===== config.mk =====
export PLATFORM = sky130hd
export DESIGN_NAME = filter_stepper_and_count_gate_control_unit_flat
export DESIGN_NICKNAME = d
export VERILOG_FILES = /design/src/design/fsc_pkg.sv /design/src/design/fsc_chan_if.sv /design/src/design/filter_stepper_and_count_gate_control_unit.sv /design/src/design/fsc_stepper.sv /design/src/design/fsc_gate.sv /design/src/flat_wrapper.sv
export VERILOG_INCLUDE_DIRS = /design/src /design/src/design
export SDC_FILE = /design/constraint.sdc
export NUM_CORES = 1
export LEC_CHECK = 0
export ABC_AREA = 1
export BUFFER_PORTS_ARGS = -buffer_cell sky130_fd_sc_hd__buf_2
export CELL_PAD_IN_SITES_DETAIL_PLACEMENT = 1
export CELL_PAD_IN_SITES_GLOBAL_PLACEMENT = 2
export CORE_MARGIN = 2
export CORE_UTILIZATION = 39
export CTS_CLUSTER_DIAMETER = 120
export DETAILED_ROUTE_END_ITERATION = 10
export GPL_TIMING_DRIVEN = 0
export PLACE_DENSITY = 0.85
export SETUP_SLACK_MARGIN = 0.15
export SLEW_MARGIN = 20
export SYNTH_ARGS = -nofsm -noshare
export SYNTH_HDL_FRONTEND = slang
export SYNTH_SLANG_ARGS = --single-unit

===== constraint.sdc =====
create_clock -name i_clk -period 6.48 [get_ports i_clk]
set_input_delay 0.972 -clock i_clk [delete_from_list [all_inputs] [get_ports i_clk]]
set_output_delay 0.972 -clock i_clk [all_outputs]
set_load 0.05 [all_outputs]

===== src/design/filter_stepper_and_count_gate_control_unit_defines.svh =====
// assertion macros shared by the filter stepper and count gate design
`ifndef FILTER_STEPPER_AND_COUNT_GATE_CONTROL_UNIT_DEFINES_SVH
`define FILTER_STEPPER_AND_COUNT_GATE_CONTROL_UNIT_DEFINES_SVH

`ifndef SYNTHESIS

// same-cycle implication, checked outside reset
`define FSC_ASSERT_IMPL(lbl, ante, cons) \
    lbl: assert property (@(posedge i_clk) disable iff (!i_rst_n) (ante) |-> (cons)) \
        else $error("implication check failed");

// next-cycle implication, checked outside reset
`define FSC_ASSERT_NEXT(lbl, ante, cons) \
    lbl: assert property (@(posedge i_clk) disable iff (!i_rst_n) (ante) |=> (cons)) \
        else $error("next-cycle check failed");

`else

`define FSC_ASSERT_IMPL(lbl, ante, cons)
`define FSC_ASSERT_NEXT(lbl, ante, cons)

`endif

`endif


===== src/design/fsc_pkg.sv =====
// types, codes and constants for the filter stepper and count gate unit
package fsc_pkg;

    localparam int POS_W   = 16;
    localparam int CNT_W   = 16;
    localparam int VAL_W   = 17;
    localparam int REQ_W   = 3;
    localparam int CODE_W  = 2;

    localparam int TICK_RATE_HZ_DEF = 100;
    localparam int STEP_DIVISOR_DEF = 25;

    // request codes
    localparam logic [REQ_W-1:0] REQ_TICK   = 3'd0;
    localparam logic [REQ_W-1:0] REQ_RESET  = 3'd1;
    localparam logic [REQ_W-1:0] REQ_START  = 3'd2;
    localparam logic [REQ_W-1:0] REQ_MOVE   = 3'd3;
    localparam logic [REQ_W-1:0] REQ_ENABLE = 3'd4;

    // count result codes
    localparam logic [CODE_W-1:0] CODE_NORMAL   = 2'd0;
    localparam logic [CODE_W-1:0] CODE_OVERFLOW = 2'd1;
    localparam logic [CODE_W-1:0] CODE_TIMEOUT  = 2'd2;

    localparam logic [POS_W-1:0] HOME_POS   = 16'd400;
    localparam logic [VAL_W-1:0] OVF_LIMIT  = 17'd30000;
    localparam logic [VAL_W-1:0] FULL_COUNT = 17'h10000;

    // rate * ms stays below 2^26 for rates up to 1000
    localparam int MS_PER_S    = 1000;
    localparam int PROD_W      = 26;
    localparam int RECIP_SHIFT = 36;
    localparam int RECIP_W     = 27;
    localparam logic [63:0] RECIP_64 =
        ((64'd1 << RECIP_SHIFT) + 64'(MS_PER_S) - 64'd1) / 64'(MS_PER_S);
    localparam logic [RECIP_W-1:0] RECIP = RECIP_64[RECIP_W-1:0];
    localparam int QUOT_W = PROD_W + RECIP_W;

    typedef struct packed {
        logic [REQ_W-1:0] req_type;
        logic [CNT_W-1:0] arg;
        logic [CNT_W-1:0] live_count;
        logic             gate_done;
        logic             pulses_seen;
        logic [CNT_W-1:0] latched_count;
    } t_req;

    typedef struct packed {
        logic              step_pulse;
        logic              step_dir;
        logic              counter_clear;
        logic              gate_start;
        logic [CNT_W-1:0]  gate_period;
        logic              filter_arrived;
        logic [POS_W-1:0]  position;
        logic              count_reply;
        logic [CODE_W-1:0] count_code;
        logic [VAL_W-1:0]  count_value;
        logic              moving;
        logic              integration_disabled;
    } t_res;

    typedef struct packed {
        logic             step_pulse;
        logic             step_dir;
        logic             filter_arrived;
        logic [POS_W-1:0] position;
        logic             moving;
        logic             integration_disabled;
    } t_step_out;

    typedef struct packed {
        logic              counter_clear;
        logic              gate_start;
        logic [CNT_W-1:0]  gate_period;
        logic              count_reply;
        logic [CODE_W-1:0] count_code;
        logic [VAL_W-1:0]  count_value;
    } t_gate_out;

endpackage


===== src/design/fsc_chan_if.sv =====
// valid/ready channel interfaces for request and result beats
interface fsc_req_if;
    import fsc_pkg::*;
    logic valid;
    logic ready;
    t_req payload;
    modport source (output valid, output payload, input ready);
    modport sink (input valid, input payload, output ready);
endinterface

interface fsc_res_if;
    import fsc_pkg::*;
    logic valid;
    logic ready;
    t_res payload;
    modport source (output valid, output payload, input ready);
    modport sink (input valid, input payload, output ready);
endinterface


===== src/design/filter_stepper_and_count_gate_control_unit.sv =====
// top level of the filter stepper and count gate controller
//
//  channel   dir  beat contents
//  i_req     in   req_type, arg, live_count, gate_done, pulses_seen, latched_count
//  o_res     out  step, gate, position, count reply and status fields
//
// one beat per cycle sustained while o_res.ready stays high
// an input register (with the gate-period product) feeds one pass of stepper and
// gate logic into the result register; state updates as a beat leaves the input stage
// i_req.ready drops only when both stages hold beats and o_res.ready is low
// synchronous active-low reset empties both stages and sets filter and gate state
`include "filter_stepper_and_count_gate_control_unit_defines.svh"
module filter_stepper_and_count_gate_control_unit #(
    parameter int TICK_RATE_HZ = fsc_pkg::TICK_RATE_HZ_DEF,
    parameter int STEP_DIVISOR = fsc_pkg::STEP_DIVISOR_DEF
) (
    input  logic            i_clk,
    input  logic            i_rst_n,
    fsc_req_if.sink         i_req,
    fsc_res_if.source       o_res
);
    import fsc_pkg::*;

    logic              r_in_valid;
    t_req              r_in;
    logic [PROD_W-1:0] r_prod;
    logic              r_out_valid;
    t_res              r_out;

    logic      w_adv;
    logic      w_take;
    t_step_out w_step;
    t_gate_out w_gate;
    t_res      w_res;

    assign w_adv       = r_in_valid && (!r_out_valid || o_res.ready);
    assign i_req.ready = !r_in_valid || w_adv;
    assign w_take      = i_req.valid && i_req.ready;

    always_ff @(posedge i_clk) begin
        if (!i_rst_n) begin
            r_in_valid <= 1'b0;
        end else if (w_take) begin
            r_in_valid <= 1'b1;
        end else if (w_adv) begin
            r_in_valid <= 1'b0;
        end
    end

    always_ff @(posedge i_clk) begin
        if (w_take) begin
            r_in   <= i_req.payload;
            r_prod <= PROD_W'(TICK_RATE_HZ) * PROD_W'(i_req.payload.arg);
        end
    end

    fsc_stepper #(
        .TICK_RATE_HZ (TICK_RATE_HZ),
        .STEP_DIVISOR (STEP_DIVISOR)
    ) u_stepper (
        .i_clk   (i_clk),
        .i_rst_n (i_rst_n),
        .i_en    (w_adv),
        .i_req   (r_in),
        .o_step  (w_step)
    );

    fsc_gate u_gate (
        .i_clk   (i_clk),
        .i_rst_n (i_rst_n),
        .i_en    (w_adv),
        .i_req   (r_in),
        .i_prod  (r_prod),
        .o_gate  (w_gate)
    );

    always_comb begin
        w_res.step_pulse           = w_step.step_pulse;
        w_res.step_dir             = w_step.step_dir;
        w_res.counter_clear        = w_gate.counter_clear;
        w_res.gate_start           = w_gate.gate_start;
        w_res.gate_period          = w_gate.gate_period;
        w_res.filter_arrived       = w_step.filter_arrived;
        w_res.position             = w_step.position;
        w_res.count_reply          = w_gate.count_reply;
        w_res.count_code           = w_gate.count_code;
        w_res.count_value          = w_gate.count_value;
        w_res.moving               = w_step.moving;
        w_res.integration_disabled = w_step.integration_disabled;
    end

    always_ff @(posedge i_clk) begin
        if (!i_rst_n) begin
            r_out_valid <= 1'b0;
        end else if (w_adv) begin
            r_out_valid <= 1'b1;
        end else if (o_res.ready) begin
            r_out_valid <= 1'b0;
        end
    end

    always_ff @(posedge i_clk) begin
        if (w_adv) begin
            r_out <= w_res;
        end
    end

    assign o_res.valid   = r_out_valid;
    assign o_res.payload = r_out;

    `FSC_ASSERT_NEXT(a_adv_fills_out, w_adv, r_out_valid)
    `FSC_ASSERT_IMPL(a_stall_only_full, !i_req.ready, r_in_valid && r_out_valid && !o_res.ready)
    `FSC_ASSERT_IMPL(a_timeout_value_zero,
        o_res.valid && (o_res.payload.count_code == CODE_TIMEOUT),
        o_res.payload.count_reply && (o_res.payload.count_value == '0))
endmodule


===== src/design/fsc_stepper.sv =====
// filter stepper: position, target, step pacing and move enable
`include "filter_stepper_and_count_gate_control_unit_defines.svh"
module fsc_stepper #(
    parameter int TICK_RATE_HZ = fsc_pkg::TICK_RATE_HZ_DEF,
    parameter int STEP_DIVISOR = fsc_pkg::STEP_DIVISOR_DEF
) (
    input  logic              i_clk,
    input  logic              i_rst_n,
    input  logic              i_en,
    input  fsc_pkg::t_req     i_req,
    output fsc_pkg::t_step_out o_step
);
    import fsc_pkg::*;

    localparam int TPS_RAW = TICK_RATE_HZ / STEP_DIVISOR;
    localparam logic [POS_W-1:0] TICKS_PER_STEP = POS_W'((TPS_RAW > 0) ? TPS_RAW : 1);

    logic [POS_W-1:0] r_pos, n_pos;
    logic [POS_W-1:0] r_tgt, n_tgt;
    logic             r_move, n_move;
    logic [POS_W-1:0] r_cd, n_cd;
    logic             r_allowed, n_allowed;
    logic             r_dis, n_dis;

    logic [POS_W-1:0] w_fpos;
    logic [POS_W-1:0] w_ftgt;
    logic             w_do;
    logic             w_tick;
    logic             w_pulse;
    logic             w_dir;
    logic             w_arrived;

    always_comb begin
        n_tgt     = r_tgt;
        n_cd      = r_cd;
        n_allowed = r_allowed;
        n_dis     = r_dis;
        w_fpos    = r_pos;
        w_ftgt    = r_tgt;
        w_do      = 1'b0;
        w_tick    = 1'b0;
        case (i_req.req_type)
            REQ_TICK: begin
                w_tick = 1'b1;
                w_do   = r_move && (r_cd == '0);
                n_cd   = r_cd - 1'b1;
            end
            REQ_RESET: begin
                w_fpos = HOME_POS;
                w_ftgt = '0;
                n_tgt  = '0;
                w_do   = 1'b1;
            end
            REQ_MOVE: begin
                if (r_allowed) begin
                    w_ftgt = i_req.arg;
                    n_tgt  = i_req.arg;
                    w_do   = 1'b1;
                end
            end
            REQ_ENABLE: begin
                n_allowed = (i_req.arg != '0);
                if (i_req.arg != '0) begin
                    n_dis = 1'b0;
                end else begin
                    n_dis  = 1'b1;
                    n_tgt  = '0;
                    w_ftgt = '0;
                    w_do   = 1'b1;
                end
            end
            default: begin
            end
        endcase

        // one step toward the target, or arrival
        n_pos     = w_fpos;
        n_move    = r_move;
        w_pulse   = 1'b0;
        w_dir     = 1'b0;
        w_arrived = 1'b0;
        if (w_do) begin
            if (w_fpos < w_ftgt) begin
                w_pulse = 1'b1;
                n_pos   = w_fpos + 1'b1;
                n_move  = 1'b1;
            end else if (w_fpos > w_ftgt) begin
                w_pulse = 1'b1;
                w_dir   = 1'b1;
                n_pos   = w_fpos - 1'b1;
                n_move  = 1'b1;
            end else begin
                n_move    = 1'b0;
                w_arrived = 1'b1;
            end
            // a tick reloads the countdown and then counts it down once
            if (w_pulse) begin
                n_cd = w_tick ? TICKS_PER_STEP - 1'b1 : TICKS_PER_STEP;
            end
        end
    end

    always_ff @(posedge i_clk) begin
        if (!i_rst_n) begin
            r_pos     <= HOME_POS;
            r_tgt     <= '0;
            r_move    <= 1'b1;
            r_cd      <= TICKS_PER_STEP;
            r_allowed <= 1'b0;
            r_dis     <= 1'b0;
        end else if (i_en) begin
            r_pos     <= n_pos;
            r_tgt     <= n_tgt;
            r_move    <= n_move;
            r_cd      <= n_cd;
            r_allowed <= n_allowed;
            r_dis     <= n_dis;
        end
    end

    assign o_step.step_pulse           = w_pulse;
    assign o_step.step_dir             = w_dir;
    assign o_step.filter_arrived       = w_arrived;
    assign o_step.position             = n_pos;
    assign o_step.moving               = n_move;
    assign o_step.integration_disabled = n_dis;

    `FSC_ASSERT_IMPL(a_pulse_not_arrived, !(w_pulse && w_arrived), 1'b1)
    `FSC_ASSERT_NEXT(a_step_keeps_moving, i_en && w_pulse, r_move)
    `FSC_ASSERT_NEXT(a_arrive_stops, i_en && w_arrived, !r_move && (r_pos == r_tgt))
endmodule


===== src/design/fsc_gate.sv =====
// count gate: overflow watch, integration countdown and readout
`include "filter_stepper_and_count_gate_control_unit_defines.svh"
module fsc_gate (
    input  logic                        i_clk,
    input  logic                        i_rst_n,
    input  logic                        i_en,
    input  fsc_pkg::t_req               i_req,
    input  logic [fsc_pkg::PROD_W-1:0]  i_prod,
    output fsc_pkg::t_gate_out          o_gate
);
    import fsc_pkg::*;

    logic [CNT_W-1:0] r_ms, n_ms;
    logic [CNT_W-1:0] r_ticks, n_ticks;
    logic [CNT_W-1:0] r_gc, n_gc;
    logic             r_running, n_running;
    logic             r_ovf, n_ovf;

    logic [QUOT_W-1:0] w_quot;
    logic [CNT_W-1:0]  w_ticks;
    logic              w_ovf_now;
    logic              w_ovf_cur;
    logic              w_start;
    logic              w_reply;
    logic [CODE_W-1:0] w_code;
    logic [VAL_W-1:0]  w_value;

    // gate ticks = rate * ms / 1000, by reciprocal multiply
    assign w_quot  = QUOT_W'(i_prod) * QUOT_W'(RECIP);
    assign w_ticks = w_quot[RECIP_SHIFT +: CNT_W];

    assign w_ovf_now = (i_req.req_type == REQ_TICK) &&
                       ((FULL_COUNT - {1'b0, i_req.live_count}) > OVF_LIMIT);
    assign w_ovf_cur = r_ovf || w_ovf_now;

    always_comb begin
        n_ms      = r_ms;
        n_ticks   = r_ticks;
        n_gc      = r_gc;
        n_running = r_running;
        n_ovf     = w_ovf_cur;
        w_start   = 1'b0;
        w_reply   = 1'b0;
        w_code    = CODE_NORMAL;
        w_value   = '0;
        case (i_req.req_type)
            REQ_TICK: begin
                if (r_running) begin
                    if (r_gc == '0) begin
                        if (!i_req.gate_done) begin
                            w_reply   = 1'b1;
                            w_code    = CODE_TIMEOUT;
                            n_running = 1'b0;
                        end else begin
                            if (i_req.pulses_seen) begin
                                w_reply = 1'b1;
                                w_code  = w_ovf_cur ? CODE_OVERFLOW : CODE_NORMAL;
                                w_value = FULL_COUNT - {1'b0, i_req.latched_count};
                            end
                            w_start = 1'b1;
                            n_gc    = r_ticks - 1'b1;
                        end
                    end else begin
                        n_gc = r_gc - 1'b1;
                    end
                end
            end
            REQ_START: begin
                n_ms      = i_req.arg;
                n_ticks   = w_ticks;
                n_gc      = w_ticks;
                n_running = 1'b1;
                w_start   = 1'b1;
            end
            default: begin
            end
        endcase
        if (w_start) begin
            n_ovf = 1'b0;
        end
    end

    always_ff @(posedge i_clk) begin
        if (!i_rst_n) begin
            r_ms      <= '0;
            r_ticks   <= '0;
            r_gc      <= '0;
            r_running <= 1'b1;
            r_ovf     <= 1'b0;
        end else if (i_en) begin
            r_ms      <= n_ms;
            r_ticks   <= n_ticks;
            r_gc      <= n_gc;
            r_running <= n_running;
            r_ovf     <= n_ovf;
        end
    end

    assign o_gate.counter_clear = w_ovf_now || w_start;
    assign o_gate.gate_start    = w_start;
    assign o_gate.gate_period   = w_start ? n_ms : '0;
    assign o_gate.count_reply   = w_reply;
    assign o_gate.count_code    = w_code;
    assign o_gate.count_value   = w_value;

    `FSC_ASSERT_NEXT(a_timeout_stops, i_en && w_reply && (w_code == CODE_TIMEOUT), !r_running)
    `FSC_ASSERT_NEXT(a_start_clears_ovf, i_en && w_start, !r_ovf && r_running)
    `FSC_ASSERT_IMPL(a_no_start_on_timeout, w_start, w_code != CODE_TIMEOUT)
endmodule


===== src/flat_wrapper.sv =====
// flat-port wrapper written by rule: the top's interface ports become plain ports
module filter_stepper_and_count_gate_control_unit_flat import fsc_pkg::*;
#(
    parameter int TICK_RATE_HZ = fsc_pkg::TICK_RATE_HZ_DEF,
    parameter int STEP_DIVISOR = fsc_pkg::STEP_DIVISOR_DEF
)
  (i_clk, i_rst_n, i_req_valid, i_req_payload, i_req_ready, o_res_valid, o_res_payload, o_res_ready);
  fsc_req_if i_req_i ();
  fsc_res_if o_res_i ();
  input  logic i_clk;
  input  logic i_rst_n;
  input wire logic [$bits(i_req_i.valid)-1:0] i_req_valid;
  input wire logic [$bits(i_req_i.payload)-1:0] i_req_payload;
  output wire logic [$bits(i_req_i.ready)-1:0] i_req_ready;
  output wire logic [$bits(o_res_i.valid)-1:0] o_res_valid;
  output wire logic [$bits(o_res_i.payload)-1:0] o_res_payload;
  input wire logic [$bits(o_res_i.ready)-1:0] o_res_ready;
  assign i_req_i.valid = i_req_valid;
  assign i_req_i.payload = i_req_payload;
  assign i_req_ready = i_req_i.ready;
  assign o_res_valid = o_res_i.valid;
  assign o_res_payload = o_res_i.payload;
  assign o_res_i.ready = o_res_ready;
  filter_stepper_and_count_gate_control_unit #(.TICK_RATE_HZ(TICK_RATE_HZ), .STEP_DIVISOR(STEP_DIVISOR)) u_core (.i_clk(i_clk), .i_rst_n(i_rst_n), .i_req(i_req_i), .o_res(o_res_i));
endmodule

==> impl_metrics.tcl <==
set metrics [dict create \
    status "completed" \
    clock-sinks 231 \
    layout-drive-gt1-share_pct 10.5 \
    syn_area_per_cell_um2 8.29 \
    synth-compound-area-share_pct 9.03 \
    first_pass_iters 5 \
    final_area_um2 24800 \
    synthAdderAreaFrac_pct 33.2 \
    clk_latency_ns 0.57 \
    setup_violations 0 \
    ys_warn_count 0 \
    synth_edf_count 130 \
    ios 118 \
    ys_ff_latch 231 \
    numCtsBuffers 27 \
    yosys.area.top_type "edfxtp_1" \
    hold_class "reg2reg" \
    antenna_cells 0 \
    synthMuxAreaShare_pct 0 \
    vias 18433 \
    crit_path_start_kind "register" \
    layout.nets 3361 \
    arrival_ns 6.56 \
    cp_max_fo 3 \
    grt_pass1_vias 19679 \
    fp.dieW_um 241 \
    postLayoutSetupSlackWorst_ns 0.367 \
    cts_root_buffer "clkbuf_16" \
    fmax_mhz 164 \
    relSlewSlack_pct 45.9 \
    slew_viol_final 0 \
    synth_nets 3174 \
    cts_tree "done" \
    routed_wl_um 69300 \
    drt_iter0_drc 963 \
    dp_slack_ns -0.305 \
    final_antenna_net_count 0 \
    skew_ns 0.0148 \
    place_congestion 0.907 \
    io_buffers 117 \
    synthTopCellsByArea "edfxtp_1, ha_1, fa_1, inv_1, dfxtp_1" \
    synth_xor_area_share_pct 1.80 \
    critPathMaxStageDelay_ns 0.55 \
    core_um2 55300 \
    finalCriticalPeriod_ns 6.11 \
    path_cells "inv_1, fa_1, inv_1, fa_1, fa_1, fa_1, fa_1, fa_1, fa_1, ha_1, nand2_1, nor2_2, nand2_1, o21ai_1, nand2_1, nand2_1, nor2_1, nand2_1, nand3_1, nand2_1, nor2_1" \
    clockBufferDepth 3 \
    syn_inst 2641 \
    start_util_pct 39.6 \
    crit_top_cell "fa_1" \
    synth_top_family_by_area "adder cells" \
    finalNonFillerCells 3597 \
    path_buf_inv 2 \
    dp.cells 3510 \
    yosysSeqAreaShare_pct 27.1 \
    critPathKind "reg2reg" \
    synthSimpleGateAreaFrac_pct 18.3 \
    synth_flop_cell "edfxtp_1" \
    synth_top_area_share_pct 17.8 \
    die-area_um2 58000 \
    grt_pass1_wl_um 109000 \
    synthDistinctLibCells 51 \
    chipHeight_um 241 \
    fillCellCount 6795 \
    fin_crit_sh_pct 94.3 \
    cpLargestDelayFamily "adder cells" \
    placed_area_um2 23500 \
    wl_per_cell_um 19.3 \
    rsz0062_at_grt "true" \
    synth_most_common_cell "inv_1" \
    cap_violations 0 \
    hold_viol_final 0 \
    overflow 0 \
    clk_pin_slew_ns 0.06 \
    hpwl_um 57700 \
    critPathRequiredTime_ns 6.93 \
    cpMaxStageDelayCell "fa_1" \
    worstSetupEndpointType "register" \
    vias_per_cell 5.12 \
    max_slew.worst_pin.slew_ns 0.812 \
    htree_levels 1 \
    track_usage_pct 24.2 \
    grt_start_max_net_pins 55 \
    areaGrowthSynthToFinish_pct 13.4 \
    grt_antenna_before_repair 1 \
    synth_area_um2 21900 \
    async_flop_share_pct 0 \
    synth_common_cells "inv_1, nand2_1, ha_1" \
    rows 86 \
    drc 0 \
]
==> worst paths after layout <==
kind / start / endpoint / slack, ns / cells past startpoint
worst max register to register: u_core.r_prod[18]$_DFFE_PP_ / u_core.u_gate.r_gc[10]$_SDFFE_PN0P_ / 0.37 / 21
worst min-delay path: u_core.u_gate.r_ms[5]$_SDFFE_PN0P_ / u_core.u_gate.r_ms[5]$_SDFFE_PN0P_ / 0.46 / 2
worst min register to register: u_core.u_gate.r_ms[5]$_SDFFE_PN0P_ / u_core.u_gate.r_ms[5]$_SDFFE_PN0P_ / 0.46 / 2
worst max-delay path: u_core.r_prod[18]$_DFFE_PP_ / u_core.u_gate.r_gc[10]$_SDFFE_PN0P_ / 0.37 / 21
==> sequential cells by signal, summed over array words and instances (netlist names), 16 cells and up <==
register and count:
u_core.u_stepper.r_pos 16, u_core.u_stepper.r_tgt 16, u_core.u_gate.r_gc 16, u_core.r_prod 18
u_core.u_gate.r_ms 16, u_core.r_in 53, u_core.o_res.payload 59, u_core.u_stepper.r_cd 16
==> cell usage in the layout (no fill, tap or decap), types with 101 or more instances in the layout <==
cell / Yosys / final
inv_1: 547 / 546
nand2_1: 440 / 438
ha_1: 302 / 300
nor2_1: 241 / 235
fa_1: 174 / 174
o21ai_0: 163 / 148
nand3_1: 135 / 135
a21oi_1: 138 / 134
edfxtp_1: 130 / 130
buf_2: 8 / 126
dfxtp_1: 101 / 101
==> worst register-to-register path, stage by stage, from the launching register on <==
cell and delay (ns):
edfxtp_1 0.43, inv_1 0.14, fa_1 0.53, inv_1 0.05
fa_1 0.48, fa_1 0.55, fa_1 0.53, fa_1 0.52
fa_1 0.53, fa_1 0.50, ha_1 0.33, nand2_1 0.15
nor2_2 0.19, nand2_1 0.13, o21ai_1 0.27, nand2_1 0.09
nand2_1 0.11, nor2_1 0.06, nand2_1 0.18, nand3_1 0.11
nand2_1 0.07, nor2_1 0.04
==> cells by family (layout without fill, tap and decap cells) <==
| family | Yosys count | after routing |
|---|---|---|
| simple gates | 926 | 926 |
| buf+inv | 598 | 806 |
| fa+ha+maj | 476 | 476 |
| compound gates | 365 | 365 |
| flops | 231 | 231 |
| xor+xnor | 45 | 45 |
==> area by class of cell <==
cell class | count | area, um^2 | share of cell area, %
clock buffer | 33 | 748 | 3.01
timing repair buffer | 158 | 973 | 3.92
inverter | 558 | 2100 | 8.46
clock inverter | 17 | 173 | 0.696
sequential | 231 | 5930 | 23.9
multi-input combinational | 1812 | 13700 | 55.4
buffer | 40 | 218 | 0.877
tap | 748 | 936 | 3.77
==> metal layers <==
layer	vias up	global-route usage (%)	part of all wire, %
met5	-	0	0.019
met4	2	6.12	2.7
met3	98	3.34	4.7
met2	376	41.4	47
met1	9120	32.2	45
li1	8837	-	-
==> through the flow <==
| step | TNS, ns | util, % | hold slack, ns |
|---|---|---|---|
| 6_report | 0 | 44.9 | 0.463 |
| 5_1_grt | 0 | 44.9 | 0.490 |
| 4_1_cts | 0 | 44.5 | 0.463 |
| 3_5_place_dp | -1.49 | 42.5 | 0.447 |
| 3_3_place_gp | -0.708 | 42.3 | 0.439 |
| 2_1_floorplan | 0 | - | 0.427 |
==> timing repair <==
item                       in CTS  in global routing
setup endpoints to repair      23                 21
hold buffers                    0                  0
gates resized for setup         3                 37
buffers inserted               20                 17
pin swaps                       0                  4
Power is not shown: default switching activity piles up to over one toggle a cycle in this logic, so the estimate is an artifact.
